==> src/hw/rtl/cld_pkg.sv <==
// Shared types, constants and position helpers for the console line discipline.
`timescale 1ns / 1ps

package cld_pkg;

  localparam int RING_DEPTH = 128;
  localparam int POS_SPAN   = 2 * RING_DEPTH;
  localparam int POS_W      = $clog2(POS_SPAN);
  localparam int IDX_W      = $clog2(RING_DEPTH);
  localparam int CNT_W      = $clog2(RING_DEPTH + 1);

  typedef logic [POS_W-1:0] pos_t;
  typedef logic [POS_W:0]   posw_t;
  typedef logic [IDX_W-1:0] idx_t;
  typedef logic [CNT_W-1:0] cnt_t;

  localparam logic [7:0] KEY_NUL  = 8'h00;
  localparam logic [7:0] KEY_INTR = 8'h03;
  localparam logic [7:0] KEY_EOF  = 8'h04;
  localparam logic [7:0] KEY_LF   = 8'h0A;
  localparam logic [7:0] KEY_CR   = 8'h0D;
  localparam logic [7:0] KEY_KILL = 8'h15;
  localparam logic [7:0] KEY_DEL  = 8'h7F;

  localparam logic [2:0] KIND_ECHO  = 3'd0;
  localparam logic [2:0] KIND_ERASE = 3'd1;
  localparam logic [2:0] KIND_DATA  = 3'd2;
  localparam logic [2:0] KIND_EMPTY = 3'd3;
  localparam logic [2:0] KIND_EOF   = 3'd4;
  localparam logic [2:0] KIND_INTR  = 3'd5;

  localparam logic OP_KEY  = 1'b0;
  localparam logic OP_READ = 1'b1;

  typedef struct packed {
    logic       operation;
    logic [7:0] char_in;
    logic       first_of_read;
  } cld_in_t;

  typedef struct packed {
    logic [2:0] kind;
    logic [7:0] data_byte;
    logic [7:0] erase_count;
    logic       line_ready;
    logic       line_end;
  } cld_out_t;

  typedef enum logic [2:0] {
    ST_IDLE,
    ST_DECODE,
    ST_KILL_SCAN,
    ST_READ_CHK,
    ST_EMIT
  } cld_state_t;

  function automatic pos_t pos_inc(input pos_t p);
    pos_inc = (p == pos_t'(POS_SPAN - 1)) ? '0 : pos_t'(p + pos_t'(1));
  endfunction

  function automatic pos_t pos_dec(input pos_t p);
    pos_dec = (p == '0) ? pos_t'(POS_SPAN - 1) : pos_t'(p - pos_t'(1));
  endfunction

  function automatic idx_t pos_idx(input pos_t p);
    posw_t w;
    w = {1'b0, p};
    if (w >= posw_t'(RING_DEPTH)) w = w - posw_t'(RING_DEPTH);
    pos_idx = idx_t'(w);
  endfunction

  function automatic pos_t pos_dist(input pos_t hi, input pos_t lo);
    posw_t w;
    w = {1'b0, hi} + posw_t'(POS_SPAN) - {1'b0, lo};
    if (w >= posw_t'(POS_SPAN)) w = w - posw_t'(POS_SPAN);
    pos_dist = pos_t'(w);
  endfunction

  function automatic pos_t pos_add_depth(input pos_t p);
    posw_t w;
    w = {1'b0, p} + posw_t'(RING_DEPTH);
    if (w >= posw_t'(POS_SPAN)) w = w - posw_t'(POS_SPAN);
    pos_add_depth = pos_t'(w);
  endfunction

  function automatic logic [7:0] sat_count(input cnt_t c);
    logic [CNT_W+7:0] w;
    w = {8'b0, c};
    sat_count = (w > (CNT_W + 8)'(255)) ? 8'hFF : w[7:0];
  endfunction

endpackage

==> src/hw/rtl/cld_line_store.sv <==
// Line ring storage: one write port, one read port with registered data.
`timescale 1ns / 1ps

module cld_line_store (
  input  logic             clk,
  input  logic             wr_en,
  input  cld_pkg::idx_t    wr_idx,
  input  logic [7:0]       wr_data,
  input  cld_pkg::idx_t    rd_idx,
  output logic [7:0]       rd_data
);
  import cld_pkg::*;

  logic [7:0] mem [RING_DEPTH];
  logic [7:0] rd_data_r;

  always_ff @(posedge clk) begin
    if (wr_en) begin
      mem[wr_idx] <= wr_data;
    end
  end

  always_ff @(posedge clk) begin
    rd_data_r <= mem[rd_idx];
  end

  assign rd_data = rd_data_r;

endmodule

==> src/hw/rtl/console_line_discipline.sv <==
// Console line discipline top level: canonical line editing over a byte ring.
//
//   channel  direction  handshake           word
//   in_      input      in_valid/in_ready   cld_in_t  (key byte or read request)
//   out_     output     out_valid/out_ready cld_out_t (echo/erase/data/empty/eof/intr)
//
// One word at a time. Key store, interrupt and delete go from decode to emit;
// a read request goes through the read check to emit, or straight to emit when
// nothing is committed; kill-line erases up to RING_DEPTH - 1 bytes, stopping
// at a newline, by a one-byte-per-cycle backward scan of the ring's single read
// port, then emits. A word that gives no result returns the block to idle.
// A stalled output holds the sequencer in its emit state. Reset empties the
// ring by clearing the three positions; ring contents need no clearing.
`timescale 1ns / 1ps

module console_line_discipline (
  input  logic              clk,
  input  logic              rst_n,
  input  logic              in_valid,
  output logic              in_ready,
  input  cld_pkg::cld_in_t  in_data,
  output logic              out_valid,
  input  logic              out_ready,
  output cld_pkg::cld_out_t out_data
);
  import cld_pkg::*;

  cld_state_t state_r, state_nxt;
  cld_in_t    item_r, item_nxt;
  pos_t       read_pos_r, read_pos_nxt;
  pos_t       commit_pos_r, commit_pos_nxt;
  pos_t       edit_pos_r, edit_pos_nxt;
  cnt_t       cnt_r, cnt_nxt;
  cld_out_t   res_r, res_nxt;
  cld_out_t   out_data_r, out_data_nxt;
  logic       out_valid_r, out_valid_nxt;

  logic       wr_en;
  idx_t       wr_idx;
  logic [7:0] wr_data;
  idx_t       rd_idx;
  logic [7:0] rd_data;

  logic       in_fire, out_free;
  logic       read_empty, edit_clean, has_room;
  logic [7:0] ch_eff;
  pos_t       edit_inc, edit_dec;
  cnt_t       cnt_inc;

  cld_line_store u_store (
    .clk     (clk),
    .wr_en   (wr_en),
    .wr_idx  (wr_idx),
    .wr_data (wr_data),
    .rd_idx  (rd_idx),
    .rd_data (rd_data)
  );

  assign in_ready   = (state_r == ST_IDLE);
  assign in_fire    = in_valid & in_ready;
  assign out_free   = ~out_valid_r | out_ready;
  assign out_valid  = out_valid_r;
  assign out_data   = out_data_r;

  assign read_empty = (read_pos_r == commit_pos_r);
  assign edit_clean = (edit_pos_r == commit_pos_r);
  assign has_room   = ({1'b0, pos_dist(edit_pos_r, read_pos_r)} < posw_t'(RING_DEPTH));
  assign ch_eff     = (item_r.char_in == KEY_CR) ? KEY_LF : item_r.char_in;
  assign edit_inc   = pos_inc(edit_pos_r);
  assign edit_dec   = pos_dec(edit_pos_r);
  assign cnt_inc    = cnt_t'(cnt_r + cnt_t'(1));

  // next state
  always_comb begin
    state_nxt = state_r;
    unique case (state_r)
      ST_IDLE: begin
        if (in_fire) state_nxt = ST_DECODE;
      end
      ST_DECODE: begin
        if (item_r.operation == OP_READ) begin
          state_nxt = read_empty ? ST_EMIT : ST_READ_CHK;
        end else begin
          priority if (item_r.char_in == KEY_INTR) begin
            state_nxt = ST_EMIT;
          end else if (item_r.char_in == KEY_KILL) begin
            state_nxt = edit_clean ? ST_IDLE : ST_KILL_SCAN;
          end else if (item_r.char_in == KEY_DEL) begin
            state_nxt = edit_clean ? ST_IDLE : ST_EMIT;
          end else if (item_r.char_in != KEY_NUL && has_room) begin
            state_nxt = ST_EMIT;
          end else begin
            state_nxt = ST_IDLE;
          end
        end
      end
      ST_KILL_SCAN: begin
        if (rd_data == KEY_LF) begin
          state_nxt = (cnt_r == '0) ? ST_IDLE : ST_EMIT;
        end else if (edit_dec == commit_pos_r) begin
          state_nxt = ST_EMIT;
        end
      end
      ST_READ_CHK: begin
        state_nxt = ST_EMIT;
      end
      ST_EMIT: begin
        if (out_free) state_nxt = ST_IDLE;
      end
      default: state_nxt = ST_IDLE;
    endcase
  end

  // datapath and outputs
  always_comb begin
    item_nxt       = item_r;
    read_pos_nxt   = read_pos_r;
    commit_pos_nxt = commit_pos_r;
    edit_pos_nxt   = edit_pos_r;
    cnt_nxt        = cnt_r;
    res_nxt        = res_r;
    out_data_nxt   = out_data_r;
    out_valid_nxt  = out_valid_r & ~out_ready;
    wr_en          = 1'b0;
    wr_idx         = pos_idx(edit_pos_r);
    wr_data        = ch_eff;
    rd_idx         = pos_idx(edit_dec);

    unique case (state_r)
      ST_IDLE: begin
        if (in_fire) item_nxt = in_data;
      end
      ST_DECODE: begin
        res_nxt = '0;
        cnt_nxt = '0;
        if (item_r.operation == OP_READ) begin
          rd_idx = pos_idx(read_pos_r);
          res_nxt.kind = KIND_EMPTY;
        end else begin
          priority if (item_r.char_in == KEY_INTR) begin
            res_nxt.kind = KIND_INTR;
          end else if (item_r.char_in == KEY_KILL) begin
            res_nxt.kind = KIND_ERASE;
          end else if (item_r.char_in == KEY_DEL) begin
            res_nxt.kind        = KIND_ERASE;
            res_nxt.erase_count = 8'd1;
            if (!edit_clean) edit_pos_nxt = edit_dec;
          end else if (item_r.char_in != KEY_NUL && has_room) begin
            wr_en             = 1'b1;
            edit_pos_nxt      = edit_inc;
            res_nxt.kind      = KIND_ECHO;
            res_nxt.data_byte = ch_eff;
            // commit on newline, end-of-file or a ring that just filled
            if (ch_eff == KEY_LF || ch_eff == KEY_EOF ||
                edit_inc == pos_add_depth(read_pos_r)) begin
              commit_pos_nxt     = edit_inc;
              res_nxt.line_ready = 1'b1;
            end
          end else begin
            res_nxt = '0;
          end
        end
      end
      ST_KILL_SCAN: begin
        // rd_data holds the byte just before edit_pos
        if (rd_data != KEY_LF) begin
          edit_pos_nxt        = edit_dec;
          cnt_nxt             = cnt_inc;
          res_nxt.erase_count = sat_count(cnt_inc);
          rd_idx              = pos_idx(pos_dec(edit_dec));
        end else begin
          res_nxt.erase_count = sat_count(cnt_r);
        end
      end
      ST_READ_CHK: begin
        if (rd_data == KEY_EOF) begin
          res_nxt.kind = KIND_EOF;
          if (item_r.first_of_read) read_pos_nxt = pos_inc(read_pos_r);
        end else begin
          res_nxt.kind      = KIND_DATA;
          res_nxt.data_byte = rd_data;
          res_nxt.line_end  = (rd_data == KEY_LF);
          read_pos_nxt      = pos_inc(read_pos_r);
        end
      end
      ST_EMIT: begin
        if (out_free) begin
          out_data_nxt  = res_r;
          out_valid_nxt = 1'b1;
        end
      end
      default: ;
    endcase
  end

  always_ff @(posedge clk) begin
    if (!rst_n) begin
      state_r      <= ST_IDLE;
      read_pos_r   <= '0;
      commit_pos_r <= '0;
      edit_pos_r   <= '0;
      out_valid_r  <= 1'b0;
    end else begin
      state_r      <= state_nxt;
      read_pos_r   <= read_pos_nxt;
      commit_pos_r <= commit_pos_nxt;
      edit_pos_r   <= edit_pos_nxt;
      out_valid_r  <= out_valid_nxt;
    end
  end

  always_ff @(posedge clk) begin
    item_r     <= item_nxt;
    cnt_r      <= cnt_nxt;
    res_r      <= res_nxt;
    out_data_r <= out_data_nxt;
  end

endmodule
==> config.mk <==
export PLATFORM = sky130hd
export DESIGN_NAME = console_line_discipline
export DESIGN_NICKNAME = d
export VERILOG_FILES = /design/src/hw/rtl/cld_pkg.sv /design/src/hw/rtl/cld_line_store.sv /design/src/hw/rtl/console_line_discipline.sv
export SDC_FILE = /design/constraint.sdc
export NUM_CORES = 1
export LEC_CHECK = 0
export ABC_AREA = 0
export BUFFER_PORTS_ARGS = -buffer_cell sky130_fd_sc_hd__buf_2
export CORE_MARGIN = 10
export CORE_UTILIZATION = 40
export CTS_BUF_LIST = sky130_fd_sc_hd__clkbuf_4 sky130_fd_sc_hd__clkbuf_8 sky130_fd_sc_hd__clkbuf_16
export DETAILED_ROUTE_END_ITERATION = 6
export PLACE_DENSITY_LB_ADDON = 0.3
export SLEW_MARGIN = 15
export SYNTH_ARGS = -nofsm -noshare
export SYNTH_HDL_FRONTEND = slang
export SYNTH_SLANG_ARGS = --single-unit
==> constraint.sdc <==
create_clock -name clk -period 11.4 [get_ports clk]
set_clock_uncertainty 0.15 [all_clocks]
set_input_delay 1.14 -clock clk [delete_from_list [all_inputs] [get_ports clk]]
set_output_delay 1.14 -clock clk [all_outputs]
set_load 0.02 [all_outputs]
# Yosys cells after proc, flatten, opt, wreduce, memory -nomap -nowiden
# Memory sizes are Yosys's and may differ from the RTL's. A register that Yosys moved wholly into a read port is not among the register bits.
# Index checks and enable logic that the tools add are counted.
[classes] reduce_logical=18 eq_ne=30 magnitude_cmp=7 muxes=75 addsub=14 bitwise_logic=10
[op_table] op="8-bit 2-to-1 mux" n=26
[op_table] op="18-bit 2-to-1 mux" n=3
[op_table] op="8-bit case mux with 2 select lines" n=3
[op_table] op="3-bit 2-to-1 mux" n=15
[op_table] op="7-bit 2-to-1 mux" n=6
[op_table] op="8-bit == test" n=4
[op_table] op="8-bit greater-or-equal comparator (second input constant)" n=4
[op_table] op="8-bit by 1-bit subtractor with 8-bit output (second input constant)" n=4
[op_table] op="7-bit by 1-bit subtractor with 7-bit output (second input constant)" n=4
[op_table] op="8-bit by 1-bit adder with 8-bit output (second input constant)" n=3
[op_table] op="8-bit by 4-bit == test with 1-bit output (second input constant)" n=3
[op_table] op="8-bit logical NOT" n=3
[op_table] op="11-bit case mux with 2 select lines" n=1
[op_table] op="9-bit greater-or-equal comparator (second input constant)" n=2
[op_table] op="8-bit by 3-bit == test with 1-bit output (second input constant)" n=2
[op_table] op="8-bit == test (second input constant)" n=2
[op_table] op="1-bit 2-to-1 mux" n=16
[op_table] op="3-bit case mux with 5 select lines" n=1
[op_table] op="2-bit != test (second input constant)" n=7
[op_table] op="7-bit case mux with 2 select lines" n=1
[op_table] op="7-bit AND reduction" n=2
[op_table] op="8-bit by 8-bit adder with 9-bit output (second input constant)" n=1
[op_table] op="8-bit by 9-bit adder with 9-bit output (second input constant)" n=1
[op_table] op="3-bit != test (second input constant)" n=3
[op_table] op="other kinds (23)" n=37
[totals] mem_bits_rw=1024 mem_count=1 reg_bits=88 out_inout_bits=23 word_cells=174
[mem_list] name="u_store.mem" words=128 word_bits=8 read_ports=1 rd_clocked_by_memory_dff=1 wr=1 line="cld_line_store.sv:14" text="logic [7:0] mem [RING_DEPTH];"

# Longest topological paths before layout
[depth] ltp_word=21 depth_mapped=18 depth_no_buf=13

# Modules after synthesis
# Synthesis repeated with hierarchy kept, for this count alone.
[hier_totals] hier_cells=2185 area_unflattened_um2=44656.6
[by_module_without_submodules] mod="cld_line_store" instances=1 area_each_um2=39665.5 cells_per_inst=1635 seq_area_each_um2=30909.6
[by_module_without_submodules] mod="console_line_discipline" instances=1 area_each_um2=4991.0 cells_per_inst=550 seq_area_each_um2=2152.1

# Worst setup path before layout
# OpenSTA, ideal clock, no wires.
[synth_timing] kind="register -> register" startpoint="register item_r[4] (netlist bit)" endpoint="memory u_store.mem[0][2] (data pin)" path_stages_with_launch=4 t_arrival_ps=3949 n_path_buf=0 path_slack_ps=6464 setup_time_ps=837 period_less_slack_ps=4936 cell_sequence="edfxtp_1 -> nor3b_1 -> and2_1 -> nor2b_1"
[synth_between] elab_chain_len=2
[synth_lines] item="start, declared" line="console_line_discipline.sv:29" text="cld_in_t item_r, item_nxt;"
[synth_lines] item="start signal, assigned" line="console_line_discipline.sv:213" text="item_r <= item_nxt;"
[synth_lines] item="8-bit by 4-bit == test with 1-bit output" line="console_line_discipline.sv:68" text="assign ch_eff = (item_r.char_in == KEY_CR) ? KEY_LF : item_r.char_in;"
[synth_lines] item="8-bit 2-to-1 mux" line="console_line_discipline.sv:68"
[synth_lines] item="named net ch_eff[2]" line="console_line_discipline.sv:46" text="logic [7:0] ch_eff;"
[synth_lines] item="end, declared" line="cld_line_store.sv:14"
# The timed path passes the listed nets, and every way through them passes these cells.

# Worst setup path in the final report
[layout_timing] startpoint="register edit_pos_r[0]" endpoint="register u_store.rd_data_r[2] (netlist: u_store.rd_data[2]) (read register of u_store.mem)"
[layout_between] elab_chain_len=8 word_cells_on_any_way=15 classes_between="4 x add/sub; 2 x order compare; 7 x mux; 2 x reduce/logical"
[layout_lines] item="start, declared" line="console_line_discipline.sv:32" text="pos_t edit_pos_r, edit_pos_nxt;"
[layout_lines] item="start signal, assigned" line="console_line_discipline.sv:207" text="edit_pos_r <= edit_pos_nxt;"
[layout_lines] item="8-bit by 1-bit subtractor with 8-bit output / 8-bit logical NOT (equally long branches)" line="cld_pkg.sv:62" text="pos_dec = (p == '0) ? pos_t'(POS_SPAN - 1) : pos_t'(p - pos_t'(1));"
[layout_lines] item="8-bit 2-to-1 mux *" line="cld_pkg.sv:62"
[layout_lines] item="8-bit by 1-bit subtractor with 8-bit output / 8-bit logical NOT (equally long branches)" line="cld_pkg.sv:62"
[layout_lines] item="8-bit 2-to-1 mux" line="cld_pkg.sv:62"
[layout_lines] item="7-bit by 1-bit subtractor with 7-bit output / 8-bit greater-or-equal comparator (equally long branches)" line="cld_pkg.sv:68" text="if (w >= posw_t'(RING_DEPTH)) w = w - posw_t'(RING_DEPTH);"
[layout_lines] item="7-bit 2-to-1 mux" line="cld_pkg.sv:68"
[layout_lines] item="7-bit 2-to-1 mux" line="console_line_discipline.sv:166" text="if (rd_data != KEY_LF) begin"
[layout_lines] item="7-bit case mux with 2 select lines *" line="console_line_discipline.sv:129" text="unique case (state_r)"
[layout_lines] item="end, declared" line="cld_line_store.sv:15" text="logic [7:0] rd_data_r;"
# Mark *: on every way between the ends. The rest lies on a longest branch, timed or not.
# A chain may end at the register's enable or synchronous reset.

==> metrics.md <==
| Metric | Value |
|---|---|
| Synth Warn # | `0` |
| # Post-CTS Setup Buffers | `0` |
| Worst ir drop on vdd | `0.1099 mV` |
| Nets | `3,679` |
| Initial Util | `40.30%` |
| Largest net degree at the start of global routing | `158` |
| Die ar. | `129,200 µm²` |
| Hold Startpoint | `res_r[20]` |
| Startpoint Class | `flip-flop` |
| Post-synthesis net count | `3,735` |
| Largest family of logic cells by synthesized area | `simple AND/OR/NAND/NOR gates` |
| Outcome | `complete, no violations` |
| Final hold violation count | `0` |
| RSZ-0062 raised after global routing | `false` |
| Mapped Cells | `3,707` |
| Pwr dens | `183.8 nW/µm²` |
| Most frequent cells in the layout | `1,089 x nand2_1, 1,077 x edfxtp_1, 294 x nand3_1, 183 x nor2_1, 160 x a311oi_1` |
| Synth Area in Compound Gates | `7.006%` |
| Routed wire length | `119,500 µm` |
| Initial antenna violation count | `0` |
| # DRC | `0` |
| Biggest area consumer among synthesized cells | `edfxtp_1` |
| Core Region | `114,300 µm²` |
| Commonest non-fill, non-tap cell in the layout | `nand2_1` |
| Top_reg_cell synth | `edfxtp_1` |
| Slew Limit Headroom | `25.26%` |
| Antenna Cells | `0` |
| R2r endpoint | `u_store.rd_data[2]` |
| CP arrival | `6570 ps` |
| Synth Area in Adders | `0.3802%` |
| Post-Synth Simple-Gate Area | `16.90%` |
| Synth-to-Final Area Change | `11.44%` |
| # rows | `124` |
| Vias in the first global route | `28,070` |
| Clk slew on worst S/H paths | `60 ps` |
| Register area share after synthesis | `71.76%` |
| Reg-to-reg slack, setup | `5230 ps` |
| Setup TNS | `0 ps` |
| Die width | `359.4 µm` |
| Cell Area, Synth | `46,080 µm²` |
| EDFF count, synth | `1,077` |
| FFs w/ async S/R, synth | `0%` |
| Peak fanout along the critical path | `66` |
| H-tree levels | `3` |
| LEAKAGE | `17.33 nW` |
| Max-Cap Viols | `0` |
| Clk_lat worst skew | `710 ps` |
| Post-CTS sizing | `0` |
| CTS Hold Bufs | `0` |
| CP most frequent cell | `buf_4` |
| Clock tree buffer depth | `3` |
| Worst R2R Path Depth | `15` |
| Routed Antenna Nets | `0` |
| Worst path required time | `11,800 ps` |
| Worst slew pin tran | `1120 ps` |
| Total gr overflow | `0` |
| Vias per cell | `5.621` |
| Synth top area share | `70.19%` |
| Routed len/inst | `22.72 µm` |
| Cell Chain, Critical Path | `inv_1 -> ha_1 -> nor3b_2 -> a21oi_1 -> and2_1 -> xor2_1 -> o221a_4 -> buf_4 -> buf_4 -> and3_1 -> a311oi_1 -> a31oi_1 -> a22oi_1 -> a21boi_0 -> nor4_2` |
| Crit-path max cell delay | `720 ps` |
| # IOs | `37` |
| Final Max Slew Viols | `0` |
| Seq cells post-synth | `1,113` |
| HP Class | `reg2reg` |
| Clock Root Buffer | `clkbuf_16` |
| Share of layout cells above drive strength 1 | `8.300%` |
| Final Setup Violations | `0` |
| CTS tree | `yes` |
| Placed insts | `5,048` |
| Worst setup EP type | `flip-flop` |
| Xor and xnor area share after synthesis | `1.141%` |
| Tcrit/Tclk final | `54.09%` |
| Clock sink count | `1,113` |
| CTS Buf Count | `113` |
| CP max stage cell | `buf_4` |
| TritonRoute pass-1 iters | `6` |
| Hold-critical path depth | `0` |
| Chip height | `359.4 µm` |
| Final GP Congestion | `0.8161` |
| Mux cell area share after synthesis | `0.2634%` |
| Synth top area cells | `edfxtp_1 70%, nand2_1 8.9%, nand3_1 3.2%, a311oi_1 3.0%, and3_1 1.8%` |
| Post-Layout Cell Count | `5,259` |
| Total Routing Usage GR | `17.70%` |
| F_max | `162.2 MHz` |
| First-pass GRT wire length | `179,600 µm` |
| Synth unique cells | `68` |
| Vias | `29,560` |
| Critical path class | `reg2reg` |
| Syn Area/Cell | `12.43 µm²` |
| WHS Endpoint | `out_data[20]` |
| Initial drt markers | `3,143` |
| RR Startpoint | `edit_pos_r[0]` |
| Port buffer count | `36` |
| Dpl hpwl | `66,840 µm` |
| Post-route minimum period | `6167 ps` |
worst max path at each step:
stage	cells past startpoint	start	to	slack (ps)
4_1_cts	15	edit_pos_r[0]	u_store.rd_data[2]	5270
3_3_place_gp	15	edit_pos_r[0]	u_store.rd_data[2]	5380
3_5_place_dp	15	edit_pos_r[0]	u_store.rd_data[2]	5280
5_1_grt	15	edit_pos_r[0]	u_store.rd_data[2]	4860
6_report	15	edit_pos_r[0]	u_store.rd_data[2]	5230
2_1_floorplan	3	item_r[4]	u_store.mem[0][2]	6460
routing by layer:
metal | global-route usage (%) | up-vias | share of wire, %
met5 | 0 | - | 0
met4 | 5.966 | 0 | 3.0
met3 | 2.621 | 210 | 7.2
met2 | 27.99 | 1160 | 47
met1 | 24.77 | 14710 | 43
li1 | - | 13490 | -
stage by stage:
stage	worst slack, ps	hold WS [ps]	total power, mW	utilization [%]	instance area, µm²
floorplan	6464	250.3	5.391	-	46080
global placement	5377	260.9	5.786	41.62	47590
detailed placement	5283	268.2	5.797	41.62	47590
CTS	5275	282.4	9.490	44.90	51340
global route	4860	285.1	9.746	44.91	51350
finish	5233	279.8	9.438	44.91	51350
Yosys cell counts (11+ instances only):
cell	number
nor2_1	184
a21boi_1	11
and2_1	12
xnor2_1	41
buf_1	28
nand3_1	294
ha_1	14
a22oi_1	32
nand4_1	26
inv_1	15
clkbuf_1	139
edfxtp_1	1077
o22ai_1	18
dfxtp_1	36
nand2_1	1089
o21ai_0	23
and3_1	130
buf_2	85
a311oi_1	160
nor2b_1	18
xor2_1	19
a31oi_1	99
mux2i_1	11
a21oi_1	44
critical path: cells and delay by family (launching register included):
kind	cells	cell delay, ps
AOI/OAI and AO/OA	6	2200
buffers and inverters	3	1580
DFF	1	620
and+or+nand+nor	4	790
xor gates and xnor gates	1	330
adders and majority gates	1	270
cells by family after synthesis:
group	Yosys count
multiplexers	12
AO/OA/AOI/OAI	436
XOR/XNOR	60
flip-flops	1113
adder cells (fa/ha/maj)	14
buffers and inverters	275
AND/OR/NAND/NOR	1797
sequential cells by signal (all words and copies together), names as in the netlist:
signal,flops
cnt_r,8
out_valid,1
edit_pos_r,8
read_pos_r,8
item_r,10
state_r,3
commit_pos_r,8
u_store.mem,1024
out_data,21
res_r,14
u_store.rd_data,8
final cells by class:
class	instances	area, µm²
multi-input cells	2319	11950
repair buffers	88	633.1
flip-flops and latches	1113	33060
well taps	1512	1892
clock inverters	64	588.1
fillers	10220	63000
clock buffers	147	3162
inverters	16	60.06
report_power, final:
group          internal (mW)  leakage (nW)  switching, mW
Sequential              4.54          9.99         0.0287
Clock                   2.16          1.87           1.56
Combinational          0.304          5.47          0.842
Power figures use the tool's default switching activity.
